==> config.mk <==
export PLATFORM = sky130hd
export DESIGN_NAME = humidity_temp_frame_decoder_unit
export DESIGN_NICKNAME = d
export VERILOG_FILES = /design/src/hdl/hdfd_pkg.sv /design/src/hdl/hdfd_front.sv /design/src/hdl/hdfd_queue.sv /design/src/hdl/hdfd_back.sv /design/src/hdl/humidity_temp_frame_decoder_unit.sv
export SDC_FILE = /design/constraint.sdc
export NUM_CORES = 1
export LEC_CHECK = 0
export ABC_AREA = 1
export BUFFER_PORTS_ARGS = -buffer_cell sky130_fd_sc_hd__buf_2
export CORE_MARGIN = 4
export CORE_UTILIZATION = 35
export DETAILED_ROUTE_END_ITERATION = 10
export MAX_ROUTING_LAYER = met4
export SLEW_MARGIN = 20
export SYNTH_ARGS = -nofsm -noshare
export SYNTH_HDL_FRONTEND = slang
export SYNTH_SLANG_ARGS = --single-unit
==> constraint.sdc <==
create_clock -name clk -period 5.91 [get_ports clk]
set_input_delay 0.591 -clock clk [delete_from_list [all_inputs] [get_ports clk]]
set_output_delay 0.591 -clock clk [all_outputs]
set_load 0.005 [all_outputs]
==> src/hdl/hdfd_pkg.sv <==
// Package for the humidity and temperature frame decoder.
// Holds the frame record type, status codes, CRC-8 step and scaling constants.
// Depends on nothing; used by every module of the decoder.
package hdfd_pkg;

    localparam int QUEUE_DEPTH_DEF = 2;

    localparam logic [1:0] STATUS_OK        = 2'd0;
    localparam logic [1:0] STATUS_TEMP_CRC  = 2'd1;
    localparam logic [1:0] STATUS_HUMID_CRC = 2'd2;

    localparam logic [7:0] CRC_POLY = 8'h31;
    localparam logic [7:0] CRC_INIT = 8'hFF;

    localparam logic [14:0] TEMP_SPAN    = 15'd17500;
    localparam logic [14:0] TEMP_OFFSET  = 15'd4500;
    localparam logic [13:0] HUMID_SPAN   = 14'd12500;
    localparam logic [13:0] HUMID_OFFSET = 14'd600;
    localparam logic [13:0] HUMID_MAX    = 14'd10000;

    typedef struct packed {
        logic [1:0]  status;
        logic [15:0] temp_raw;
        logic [15:0] humid_raw;
    } hdfd_rec_t;

    function automatic logic [7:0] crc8_step(input logic [7:0] crc, input logic [7:0] b);
        logic [7:0] c;
        c = crc ^ b;
        for (int i = 0; i < 8; i++)
        begin
            if (c[7])
                c = {c[6:0], 1'b0} ^ CRC_POLY;
            else
                c = {c[6:0], 1'b0};
        end
        return c;
    endfunction

    // Exact floor(x / 65535) for x below 65535 * 65536.
    function automatic logic [15:0] div65535(input logic [31:0] x);
        logic [15:0] q0;
        logic [16:0] r0;
        q0 = x[31:16];
        r0 = {1'b0, x[15:0]} + {1'b0, q0};
        if (r0 >= 17'd65535)
            return q0 + 16'd1;
        else
            return q0;
    endfunction

endpackage

==> src/hdl/hdfd_front.sv <==
// Front end of the frame decoder: takes reply bytes, runs the CRC checks
// and assembles raw words, emitting one record per complete frame.
// Depends on hdfd_pkg.
module hdfd_front
(
    input  logic              clk,
    input  logic              rst_n,
    input  logic              in_valid,
    input  logic              in_ready,
    input  logic [7:0]        rx_byte,
    input  logic              frame_start,
    output logic              rec_valid,
    output hdfd_pkg::hdfd_rec_t rec
);

    localparam logic [2:0] POS_THI  = 3'd0;
    localparam logic [2:0] POS_TLO  = 3'd1;
    localparam logic [2:0] POS_TCRC = 3'd2;
    localparam logic [2:0] POS_HHI  = 3'd3;
    localparam logic [2:0] POS_HLO  = 3'd4;
    localparam logic [2:0] POS_HCRC = 3'd5;

    logic [2:0]  pos_reg, pos_next, pos_eff;
    logic [7:0]  crc_reg, crc_next;
    logic        tbad_reg, tbad_next;
    logic [15:0] temp_raw_reg, temp_raw_next;
    logic [15:0] humid_raw_reg, humid_raw_next;
    logic        accept;
    logic [1:0]  status;

    assign accept  = in_valid && in_ready;
    assign pos_eff = (frame_start || pos_reg > POS_HCRC) ? POS_THI : pos_reg;

    always_comb
    begin
        pos_next       = pos_reg;
        crc_next       = crc_reg;
        tbad_next      = tbad_reg;
        temp_raw_next  = temp_raw_reg;
        humid_raw_next = humid_raw_reg;
        if (tbad_reg && pos_eff == POS_HCRC)
            status = hdfd_pkg::STATUS_TEMP_CRC;
        else if (crc_reg != rx_byte)
            status = hdfd_pkg::STATUS_HUMID_CRC;
        else
            status = hdfd_pkg::STATUS_OK;
        if (accept)
        begin
            case (pos_eff)
                POS_THI:
                begin
                    tbad_next           = 1'b0;
                    crc_next            = hdfd_pkg::crc8_step(hdfd_pkg::CRC_INIT, rx_byte);
                    temp_raw_next[15:8] = rx_byte;
                    pos_next            = POS_TLO;
                end
                POS_TLO:
                begin
                    crc_next           = hdfd_pkg::crc8_step(crc_reg, rx_byte);
                    temp_raw_next[7:0] = rx_byte;
                    pos_next           = POS_TCRC;
                end
                POS_TCRC:
                begin
                    tbad_next = (crc_reg != rx_byte);
                    crc_next  = hdfd_pkg::CRC_INIT;
                    pos_next  = POS_HHI;
                end
                POS_HHI:
                begin
                    crc_next             = hdfd_pkg::crc8_step(hdfd_pkg::CRC_INIT, rx_byte);
                    humid_raw_next[15:8] = rx_byte;
                    pos_next             = POS_HLO;
                end
                POS_HLO:
                begin
                    crc_next            = hdfd_pkg::crc8_step(crc_reg, rx_byte);
                    humid_raw_next[7:0] = rx_byte;
                    pos_next            = POS_HCRC;
                end
                default:
                begin
                    crc_next = hdfd_pkg::CRC_INIT;
                    pos_next = POS_THI;
                end
            endcase
        end
    end

    assign rec_valid     = accept && (pos_eff == POS_HCRC);
    assign rec.status    = status;
    assign rec.temp_raw  = temp_raw_reg;
    assign rec.humid_raw = humid_raw_reg;

    always_ff @(posedge clk or negedge rst_n)
    begin
        if (!rst_n)
        begin
            pos_reg  <= POS_THI;
            crc_reg  <= hdfd_pkg::CRC_INIT;
            tbad_reg <= 1'b0;
        end
        else
        begin
            pos_reg  <= pos_next;
            crc_reg  <= crc_next;
            tbad_reg <= tbad_next;
        end
    end

    always_ff @(posedge clk)
    begin
        temp_raw_reg  <= temp_raw_next;
        humid_raw_reg <= humid_raw_next;
    end

endmodule

==> src/hdl/hdfd_queue.sv <==
// Short first-in first-out queue of frame records between front and back end.
// Depends on hdfd_pkg for the record type.
module hdfd_queue
#(
    parameter int DEPTH = hdfd_pkg::QUEUE_DEPTH_DEF
)
(
    input  logic                clk,
    input  logic                rst_n,
    input  logic                push,
    input  hdfd_pkg::hdfd_rec_t push_rec,
    output logic                full,
    output logic                pop_valid,
    input  logic                pop,
    output hdfd_pkg::hdfd_rec_t pop_rec
);

    localparam int PTR_W = $clog2(DEPTH);
    localparam int CNT_W = $clog2(DEPTH + 1);

    hdfd_pkg::hdfd_rec_t data_reg [DEPTH];
    logic [PTR_W-1:0] wr_ptr_reg, wr_ptr_next;
    logic [PTR_W-1:0] rd_ptr_reg, rd_ptr_next;
    logic [CNT_W-1:0] count_reg, count_next;
    logic             do_push, do_pop;

    assign full      = (count_reg == CNT_W'(DEPTH));
    assign pop_valid = (count_reg != '0);
    assign pop_rec   = data_reg[rd_ptr_reg];
    assign do_push   = push && !full;
    assign do_pop    = pop && pop_valid;

    always_comb
    begin
        wr_ptr_next = wr_ptr_reg;
        rd_ptr_next = rd_ptr_reg;
        count_next  = count_reg;
        if (do_push)
            wr_ptr_next = (wr_ptr_reg == PTR_W'(DEPTH - 1)) ? '0 : wr_ptr_reg + 1'b1;
        if (do_pop)
            rd_ptr_next = (rd_ptr_reg == PTR_W'(DEPTH - 1)) ? '0 : rd_ptr_reg + 1'b1;
        if (do_push && !do_pop)
            count_next = count_reg + 1'b1;
        else if (do_pop && !do_push)
            count_next = count_reg - 1'b1;
    end

    always_ff @(posedge clk or negedge rst_n)
    begin
        if (!rst_n)
        begin
            wr_ptr_reg <= '0;
            rd_ptr_reg <= '0;
            count_reg  <= '0;
        end
        else
        begin
            wr_ptr_reg <= wr_ptr_next;
            rd_ptr_reg <= rd_ptr_next;
            count_reg  <= count_next;
        end
    end

    always_ff @(posedge clk)
    begin
        if (do_push)
            data_reg[wr_ptr_reg] <= push_rec;
    end

endmodule

==> src/hdl/hdfd_back.sv <==
// Back end of the frame decoder: scales raw words to hundredths in two
// registered stages (constant multiply, then divide, offset and clamp);
// a record with a CRC error gives zero values. Depends on hdfd_pkg.
module hdfd_back
(
    input  logic                clk,
    input  logic                rst_n,
    input  logic                in_valid,
    output logic                in_ready,
    input  hdfd_pkg::hdfd_rec_t in_rec,
    output logic                out_valid,
    input  logic                out_ready,
    output logic [1:0]          status,
    output logic [14:0]         temp_centi,
    output logic [13:0]         humid_centi
);

    logic        s1_valid_reg;
    logic [1:0]  s1_status_reg;
    logic [30:0] s1_tprod_reg, s1_tprod_next;
    logic [29:0] s1_hprod_reg, s1_hprod_next;
    logic        out_valid_reg;
    logic [1:0]  out_status_reg;
    logic [14:0] out_temp_reg, out_temp_next;
    logic [13:0] out_humid_reg, out_humid_next;
    logic        out_advance, s1_load;
    logic [15:0] tq, hq;
    logic [13:0] hdiff;

    assign out_advance = s1_valid_reg && (!out_valid_reg || out_ready);
    assign in_ready    = !s1_valid_reg || out_advance;
    assign s1_load     = in_valid && in_ready;

    assign s1_tprod_next = 31'(hdfd_pkg::TEMP_SPAN) * 31'(in_rec.temp_raw);
    assign s1_hprod_next = 30'(hdfd_pkg::HUMID_SPAN) * 30'(in_rec.humid_raw);

    assign tq    = hdfd_pkg::div65535(32'(s1_tprod_reg));
    assign hq    = hdfd_pkg::div65535(32'(s1_hprod_reg));
    assign hdiff = hq[13:0] - hdfd_pkg::HUMID_OFFSET;

    always_comb
    begin
        if (s1_status_reg != hdfd_pkg::STATUS_OK)
        begin
            out_temp_next  = '0;
            out_humid_next = '0;
        end
        else
        begin
            out_temp_next = tq[14:0] - hdfd_pkg::TEMP_OFFSET;
            if (hq[13:0] < hdfd_pkg::HUMID_OFFSET)
                out_humid_next = '0;
            else if (hdiff > hdfd_pkg::HUMID_MAX)
                out_humid_next = hdfd_pkg::HUMID_MAX;
            else
                out_humid_next = hdiff;
        end
    end

    always_ff @(posedge clk or negedge rst_n)
    begin
        if (!rst_n)
        begin
            s1_valid_reg  <= 1'b0;
            out_valid_reg <= 1'b0;
        end
        else
        begin
            if (s1_load)
                s1_valid_reg <= 1'b1;
            else if (out_advance)
                s1_valid_reg <= 1'b0;
            if (out_advance)
                out_valid_reg <= 1'b1;
            else if (out_ready)
                out_valid_reg <= 1'b0;
        end
    end

    always_ff @(posedge clk)
    begin
        if (s1_load)
        begin
            s1_status_reg <= in_rec.status;
            s1_tprod_reg  <= s1_tprod_next;
            s1_hprod_reg  <= s1_hprod_next;
        end
        if (out_advance)
        begin
            out_status_reg <= s1_status_reg;
            out_temp_reg   <= out_temp_next;
            out_humid_reg  <= out_humid_next;
        end
    end

    assign out_valid   = out_valid_reg;
    assign status      = out_status_reg;
    assign temp_centi  = out_temp_reg;
    assign humid_centi = out_humid_reg;

endmodule

==> src/hdl/humidity_temp_frame_decoder_unit.sv <==
// Top level of the humidity and temperature frame decoder.
// Depends on hdfd_pkg, hdfd_front, hdfd_queue and hdfd_back.
//
// Usage: reply bytes arrive on the slave stream, one byte per transfer, in
// frame order: temperature high, low, CRC, then humidity high, low, CRC.
// s_axis_tuser marks the first byte of a frame and drops any partial frame;
// without it the position wraps after the sixth byte. Each CRC is CRC-8,
// polynomial 0x31, initial value 0xFF, over its two data bytes.
// After the sixth byte one result leaves on the master stream: status in
// m_axis_tuser, temperature and humidity in hundredths in m_axis_tdata.
// Throughput is one byte per cycle while the queue is not full. After the
// sixth byte's transfer the frame record is registered in the queue, then
// after the constant multiply, then after the divide by 65535, offset and
// clamp. Frame records wait in a queue of QUEUE_DEPTH entries; s_axis_tready
// falls only when it is full, only after the receiver held m_axis_tready low.
// Reset empties the queue and pipeline and returns to the first byte
// position with the CRC at its initial value.
module humidity_temp_frame_decoder_unit
#(
    parameter int QUEUE_DEPTH = hdfd_pkg::QUEUE_DEPTH_DEF
)
(
    input  logic        clk,
    input  logic        rst_n,
    input  logic        s_axis_tvalid,
    output logic        s_axis_tready,
    input  logic [7:0]  s_axis_tdata,  // [7:0] rx_byte
    input  logic        s_axis_tuser,  // [0] frame_start
    output logic        m_axis_tvalid,
    input  logic        m_axis_tready,
    output logic [31:0] m_axis_tdata,  // [14:0] temp_centi, [28:15] humid_centi, rest zero
    output logic [1:0]  m_axis_tuser   // [1:0] status
);

    hdfd_pkg::hdfd_rec_t push_rec, pop_rec;
    logic        push, full, pop_valid, pop;
    logic [14:0] temp_centi;
    logic [13:0] humid_centi;

    assign s_axis_tready = !full;

    hdfd_front u_front
    (
        .clk         (clk),
        .rst_n       (rst_n),
        .in_valid    (s_axis_tvalid),
        .in_ready    (s_axis_tready),
        .rx_byte     (s_axis_tdata),
        .frame_start (s_axis_tuser),
        .rec_valid   (push),
        .rec         (push_rec)
    );

    hdfd_queue #(.DEPTH(QUEUE_DEPTH)) u_queue
    (
        .clk       (clk),
        .rst_n     (rst_n),
        .push      (push),
        .push_rec  (push_rec),
        .full      (full),
        .pop_valid (pop_valid),
        .pop       (pop),
        .pop_rec   (pop_rec)
    );

    hdfd_back u_back
    (
        .clk         (clk),
        .rst_n       (rst_n),
        .in_valid    (pop_valid),
        .in_ready    (pop),
        .in_rec      (pop_rec),
        .out_valid   (m_axis_tvalid),
        .out_ready   (m_axis_tready),
        .status      (m_axis_tuser),
        .temp_centi  (temp_centi),
        .humid_centi (humid_centi)
    );

    assign m_axis_tdata = {3'b000, humid_centi, temp_centi};

endmodule
# Word-level counts from Yosys, hierarchy flattened
# Memories as Yosys holds them, arrays and structs flattened.
# Cells that the tools add are included.
# totals
ff_bits,140
ram_bits,68
input_bits,13
output_inout_bits,36
word_cells,211
n_memories,1
# mem_list
memory,words,width,rd,rd_clocked_by_memory_dff,wr,line_no,rtl
u_queue.data_reg,2,34,1,0,1,hdfd_queue.sv:21,hdfd_pkg::hdfd_rec_t data_reg [DEPTH];
# classes
add_sub_neg,10
mul,2
n_lt_le_gt_ge,5
n_eq_ne,7
mux,105
n_bitwise,32
reduce_logical,30
# ops
cell,count
$mux W8,56
$mux W6,30
$not A3 Y3,30
$ge A17 B16 Y1 const B,2
$pmux W8 S4,1
$mul A13 B16 Y29 const A,1
$mul A12 B16 Y28 const A,1
$mux W14,2
$add A16 B14 Y17,1
$add A16 B15 Y17,1
$add A15 B1 Y15 const B,1
$mux W15,1
$pmux W3 S5,1
$sub A15 B13 Y15 const B,1
$add A14 B1 Y14 const B,1
$gt A14 B14 Y1 const B,1
$lt A14 B10 Y1 const B,1
$sub A14 B10 Y14 const B,1
$reduce_bool A2 Y1,6
$reduce_and A2 Y1,5
$logic_and A1 B1 Y1,8
$mux W1,8
$mux W2,4
$ne A8 B8 Y1,1
other kinds (17),26

# Logic depth before layout (Yosys ltp)
# Gate-level depths: netlist of run 1.
# logic_depth
word_depth,33
ltp_mapped,34
ltp_nobuf,32

# Modules after synthesis
# Synthesis of run 1 repeated with hierarchy kept, for this count alone.
# hier_totals
cells_unflattened,1876
area_unflattened_um2,17235.3
# modules_own_cells
module,instances,cells_per_inst,area_each_um2,seq_area_each_um2
hdfd_back,1,1424,12236.7,2752.6
hdfd_queue,1,209,2775.2,2142.1
hdfd_front,1,238,2193.4,1271.2
humidity_temp_frame_decoder_unit,1,5,30.0,0.0

# Worst setup path before layout of run 1
# OpenSTA, ideal clock, no wires.
# synth_path
kind,register -> register
start,reg u_queue.rd_ptr_reg
end,reg u_back.s1_tprod_reg[30] (data pin)
setup_ns,0.254
arrival_time_ns,5.714
required_time_ns,5.656
path_slack_ns,-0.059
stages_incl_launch_ff,33
n_path_buf,2
synth_period_minus_slack_ns,5.969
cell_sequence,dfrtp_1 clkbuf_1 inv_1 clkbuf_1 or2_2 o21ai_0 inv_1 ha_1 inv_1 fa_1 inv_1 ha_1 ha_1 inv_1 fa_1 inv_1 fa_1 nand3_1 nand2_1 nand2_1 nand2_1 a21oi_1 o21ai_1 a21boi_0 o21ai_0 a21boi_1 o21ai_0 a21boi_0 o21ai_1 nand3_1 nand2_1 nand2_1 nand2_1
# synth_between
elab_chain_len,2
# synth_rtl
item,line_no,rtl
"start, declared",hdfd_queue.sv:23,"logic [PTR_W-1:0] rd_ptr_reg, rd_ptr_next;"
"start signal, assigned",hdfd_queue.sv:59,rd_ptr_reg <= rd_ptr_next;
$mem_v2 Z2 W34,--,
$mul A13 B16 Y29,hdfd_back.sv:34,assign s1_tprod_next = 31'(hdfd_pkg::TEMP_SPAN) * 31'(in_rec.temp_raw);
named net u_back.s1_tprod_next[30],hdfd_back.sv:20,"logic [30:0] s1_tprod_reg, s1_tprod_next;"
"end signal, assigned",hdfd_back.sv:85,s1_tprod_reg <= s1_tprod_next;
"end, declared",hdfd_back.sv:20,
# The timed path passes the listed nets, and every way through them passes these cells.
# A chain may end at the register's enable or synchronous reset.

# Worst setup path after layout of run 1
# layout_path
start,reg u_queue.rd_ptr_reg
end,reg u_back.s1_tprod_reg[27] (data pin)
# The elaborated chain is that of the path after synthesis.

==> results of run 1 <==
-- through the flow --
step	TNS [ns]	instance area [um2]	hold WS, ns	cells
2_1_floorplan	0	17080	0.2954	1842
3_3_place_gp	0	18220	0.4249	2515
3_5_place_dp	0	18220	0.4290	2515
4_1_cts	0	18960	0.04142	2556
5_1_grt	-0.01357	19010	0.05803	2557
6_report	0	19010	0.05158	2557
-- per-layer routing --
| layer | track usage, % | wire length [um] | part of all wire, % | up-vias |
|---|---|---|---|---|
| met3 | 2.069 | 1237 | 3.5 | 46 |
| met1 | 18.37 | 16910 | 48 | 5496 |
| met2 | 22.20 | 16080 | 46 | 169 |
| li1 | - | - | - | 6152 |
| met4 | 2.834 | 690 | 2.0 | 0 |
| met5 | - | 0 | 0 | - |
-- synthesized netlist by cell type (9+ instances only) --
| master | instances | area [um2] |
|---|---|---|
| a21boi_0 | 9 | 67.56 |
| clkbuf_1 | 10 | 37.54 |
| nor3_1 | 13 | 65.06 |
| fa_1 | 91 | 1822 |
| xnor2_1 | 41 | 359.1 |
| nand2_2 | 9 | 56.30 |
| o21ai_0 | 53 | 265.3 |
| nand4_1 | 31 | 193.9 |
| a21oi_1 | 85 | 425.4 |
| nand3_1 | 84 | 420.4 |
| dfrtp_1 | 10 | 250.2 |
| inv_1 | 361 | 1355 |
| nand2_1 | 364 | 1366 |
| nor2_1 | 93 | 349.1 |
| ha_1 | 229 | 2865 |
| nor2_2 | 10 | 62.56 |
| edfxtp_1 | 190 | 5705 |
| xor2_1 | 67 | 586.8 |
| or2_2 | 20 | 125.1 |
-- area by class of cell --
class	instances	area share (%)
Clock buffer	27	3.106
Clock inverter	14	0.8227
Inverter	366	7.233
Multi-Input combinational cell	1250	49.91
Sequential cell	208	32.43
Tap cell	615	4.048
Timing Repair Buffer	77	2.448
-- what timing repair did --
| item | in CTS | in global routing |
|---|---|---|
| gates resized for setup | 0 | 24 |
| setup buffers | 0 | 1 |
| endpoints found under the setup margin | 0 | 11 |
-- cells by family after synthesis --
group                    after synthesis  synth area share, %
AO/OA/AOI/OAI                        170                5.417
XOR/XNOR                             108                5.542
adder cells (fa/ha/maj)              320                27.46
buffers and inverters                384                8.664
flip-flops                           208                36.12
other                                  1              0.02197
AND/OR/NAND/NOR                      649                16.77
-- how the worst min path moves through the flow --
stage / start / endpoint / slack, ns / depth (start not counted)
after floorplan: rst_n / u_back.out_valid / 0.30 / 0
after global placement: u_front.humid_raw_reg[7] / u_queue.data_reg[1][7] / 0.42 / 0
after detailed placement: u_front.humid_raw_reg[10] / u_queue.data_reg[0][10] / 0.43 / 0
after CTS: rst_n / u_back.out_valid / 0.04 / 1
after global routing: rst_n / u_queue.wr_ptr_reg / 0.06 / 1
final: rst_n / u_queue.count_reg[1] / 0.05 / 1
==> metrics.txt, run 1 <==
slowest stage delay, CP 0.50 ns; ys flop type edfxtp_1; Diodes inserted 0; Die Width 228.8 um; Mapped Area 17070 um2; P&R area growth vs syn 11.38%; Worst Reg2Reg Path Length in Cells 30; pre-CTS setup slack between 0.04 and 0.05 ns; R2R setup slack 0.39 ns; CP Max Fanout 9; Yosys reg bits 208; DR WL/cell 13.66 um; relative slew slack 32.30%; post-route ant nets 0; Vias/cell 4.639; CP startpoint kind flip-flop; Achievable Freq between 150 and 200 MHz; pin count of the biggest net entering global routing 60; CTS tree done; Reg2Reg Launch Point u_queue.rd_ptr_reg; CTS root buffer clkbuf_16; Critical Path Start u_queue.rd_ptr_reg; Reg area between 6000 and 7000 um2; total number of vias 11860; HPWL Detailed 28870 um; Final Hold Viols 0; hold_buf cts 0; initial antenna violation count 1; kind of critical path flip-flop to flip-flop; Post-Route WL 34920 um; vias in the first global route 11950; clk_skew 0.01297 ns; post-synth cell types 46; Final min period approximately 5.5 ns; Pins Over Slew Limit 0; CTS Buf Count 23; CP Capture Type flip-flop; reg2reg end u_back.s1_tprod_reg[27]; CP top delay family adder cells; detailed-route DRC error count 0; HP Class input port to asynchronous set/reset pin; fin nets ~2300; first-pass GRT wire length 58620 um; max reg flops 68; input/output buffers 45; most frequent cells in the layout nand2_1, inv_1, ha_1, edfxtp_1; share of post-route cells with drive strength above 1 9.835%; worst skew pair latency 0.52 ns; total congestion overflow 0; Most common cell on crit path nand2_1; DR iter-0 viols 538; Avg Inst Size Synth 9.277 um2; Post-synth EDFFs 190; number of cell rows 80; clock sink count 208; Initial Util 35.60%; fin util 39.65%; core area 47950 um2; Ys Warns 0; CP endpoint u_back.s1_tprod_reg[27]; Tcrit/Tclk final ~93%; gp weighted congestion about 0.89; max_cap viols 0; fillers 4656; H-Tree Depth 1; commonest non-fill, non-tap cell in the layout nand2_1; die area 52370 um2; clock-pin transition on the worst setup and hold timing paths 0.06 ns; Tightest Pin Transition 1.013 ns; DIE HEIGHT 228.8 um; Gate Count Post-Synth between 1500 and 2000; Top Ports 49; CP arrival 5.87 ns; critical path depth 30; ys async rst share 8.654%; Seq/Total Area, Yosys 36.12%; clock tree buffer depth 3; Finish-stage setup viols 0; status completed; setup ws final 0.3934 ns; Total GRT Usage a little over an eighth; Worst EP required 6.27 ns; area of the multi-input gates 9488 um2; CP Buf/Inv Count 6; slowest stage cell, crit path fa_1; DRT Pass-1 Iters 7
Power of run 1 is not shown: default switching activity piles up to over one toggle a cycle in this logic, so the estimate is an artifact.
==> inputs of run 2 (changes only) <==
PLACE_DENSITY_LB_ADDON = 0.25   (was unset)
SYNTH_HIERARCHICAL = 1   (was unset)
==> run 2 against run 1 <==
Register-to-register slack is essentially flat. Critical path type unchanged. Die area grew 0.94%. Highest routed layer unchanged. Synthesized area grew 0.97%. Largest cell class unchanged. Non-clock buffer count shrank 13. Critical path depth shrank 6.
==> metrics.txt, run 2 <==
DIE HEIGHT 229.9 um (+0.47%); die area 52860 um2 (+0.94%); initial antenna violation count 0 (-1); area of the multi-input gates 9578 um2 (+0.95%); CP Capture Type flip-flop; Top Ports 49 (unchanged); Finish-stage setup viols 0 (unchanged); Final min period 5.529 ns (+0.01292 ns); Final Hold Viols 0 (unchanged); Synth top cells by count nand2_1, inv_1, ha_1, edfxtp_1, nand3_1; first-pass GRT wire length 60570 um (+3.3%); detailed-route DRC error count 0 (unchanged); Avg Inst Size Synth 9.187 um2 (-0.96%); CP arrival 5.80 ns (-0.07 ns); HPWL Detailed 29370 um (+1.7%); clock tree buffer depth 3 (unchanged); worst skew pair latency 0.54 ns (+0.02 ns); Vias/cell 4.518 (-2.6%); HP Class input port to asynchronous set/reset pin; slowest stage delay, CP 0.55 ns (+0.05 ns); CTS tree done; vias in the first global route 12000 (+0.42%); kind of critical path flip-flop to flip-flop; Die Width 229.9 um (+0.47%); total number of vias 11900 (+0.27%); CP Max Fanout 11 (+2); CTS root buffer clkbuf_16; ys flop type edfxtp_1; DRT Pass-1 Iters 5 (-2); Diodes inserted 0 (unchanged); CP Buf/Inv Count 4 (-2); clock-pin transition on the worst setup and hold timing paths 0.07 ns (about the same); Yosys reg bits 208 (unchanged); most frequent cells in the layout nand2_1, inv_1, ha_1, edfxtp_1, nand3_1; CP startpoint kind flip-flop; Tcrit/Tclk final 93.56% (+0.22 points); DR WL/cell 13.74 um (+0.59%); Initial Util 35.28% (-0.32 points); relative slew slack 47.34% (+15 points); Mapped Area 17240 um2 (+0.97%); CTS Buf Count 24 (+4.3%); post-synth top area share 33.10% (-0.32 points); setup ws final 0.3805 ns (-0.01292 ns); pre-CTS setup slack 0.1148 ns (+0.07271 ns); Most common cell on crit path nand2_1; Post-Route WL 36170 um (+3.6%); ys async rst share 8.654% (unchanged); Seq/Total Area, Yosys 35.77% (-0.35 points); core area 48850 um2 (+1.9%); post-synth cell types 51 (+11%); clk_skew 0.02219 ns (+0.009217 ns); Total GRT Usage 14.20% (+0.51 points); worst-path cell chain buf_4, buf_4, nand2_1, nand2_1, ha_1, ha_1, fa_1, inv_1, fa_1, fa_1, inv_1, ha_2, nand4_1, nor4_2, nor2_1, o21ai_2, nand3_1, nand2_1, nand3_1, nand2_1, a21oi_1, nor2_1, nor2_1, xor2_1; Gate Count Post-Synth 1876 (+2.0%); fin nets 2284 (+1.1%); commonest non-fill, non-tap cell in the layout nand2_1; P&R area growth vs syn 10.88%; CP top delay family adder cells; Tightest Pin Transition 0.7869 ns (-0.2263 ns); clock sink count 208 (unchanged); max_cap viols 0 (unchanged); post-synth top area cell edfxtp_1; input/output buffers 45 (unchanged); status completed; post-route ant nets 0 (unchanged); Achievable Freq 180.8 MHz (-0.23%); slowest stage cell, crit path fa_1; H-Tree Depth 1 (unchanged); main area contributors after synthesis edfxtp_1, ha_1, fa_1; total congestion overflow 0 (unchanged); most numerous cell in the Yosys netlist nand2_1; share of post-route cells with drive strength above 1 10.11% (+0.27 points); gp weighted congestion 0.8757 (-2.0%); Worst EP required 6.18 ns (-0.09 ns); Ys Warns 6 (+6); Post-synth EDFFs 190 (unchanged); Reg area 6167 um2 (about the same); DR iter-0 viols 512 (-4.8%); Pins Over Slew Limit 0 (unchanged); number of cell rows 81 (+1.3%); fillers 4943 (+6.2%); max reg flops 68 (unchanged); pin count of the biggest net entering global routing 58 (-3.3%)
==> run 2: changes by cell type in the layout (fill, tap and decap cells not counted), moves of 8 or more <==
cell     previous run  this run
xor2_1             67        55
xnor2_1            41        30
nand4_1            31        23
nand3_1            84       116
nand2_1           364       416
o21ai_0            46        32
or2_2              20         5
buf_4              32        19
nand2_2             9        29
nor2_1             91        72
==> run 2: metrics by stage <==
stage	util [%]	TNS [ns]	area [um2]	instances	hold slack, ns
finish	39.12	0	19110	2633	0.006274
global route	39.12	-0.005072	19110	2633	0.02550
CTS	39.04	0	19070	2632	0.01064
detailed placement	37.43	0	18290	2588	0.4341
global placement	37.43	0	18290	2588	0.4250
floorplan	-	0	17240	1878	0.2954
==> run 2: cells by family (layout without fill, tap and decap cells) <==
logic type / Yosys count / after routing / share of synthesized area [%]
simple gates: 712 / 712 / 18.21
buf+inv: 383 / 474 / 8.951
fa+ha+maj: 320 / 320 / 27.19
flops: 208 / 208 / 35.77
compound gates: 165 / 165 / 5.336
xor+xnor: 87 / 87 / 4.508
other cells: 1 / 3 / 0.02176
==> run 2: metal layers <==
layer,track usage [%],part of all wire (%)
met1,19.00,48
met2,23.22,47
met4,2.817,2.0
met3,2.056,3.1
met5,-,0
==> run 2: cell type report <==
type	instances	share of cell area (%)
clock buffers	29	3.293
clock inverters	15	0.8184
inverters	366	7.228
multi-input cells	1287	50.12
flip-flops and latches	208	32.27
well taps	664	4.347
repair buffers	64	1.925
==> run 2: repair_timing <==
| action | 4_1_cts | 5_1_grt |
|---|---|---|
| gates resized for setup | 0 | 16 |
| setup endpoints to repair | 0 | 8 |
| buffers inserted | 0 | 1 |
| hold buffers | 0 | 0 |
==> run 2: path summary, 6_finish.rpt <==
check,slack (ns),to,cells after the start,from
min,0.006,u_back/s1_valid_reg,1,rst_n
max reg2reg,0.38,u_back/s1_hprod_reg[29],24,u_queue/rd_ptr_reg
max,0.38,u_back/s1_hprod_reg[29],24,u_queue/rd_ptr_reg
min reg2reg,0.44,u_queue/data_reg[1][30],0,u_front/temp_raw_reg[14]
min in group clk,0.36,u_back/out_valid,4,m_axis_tready
max in group asynchronous,5.54,u_queue/rd_ptr_reg,1,rst_n
Power of run 2 is left out for the same reason.
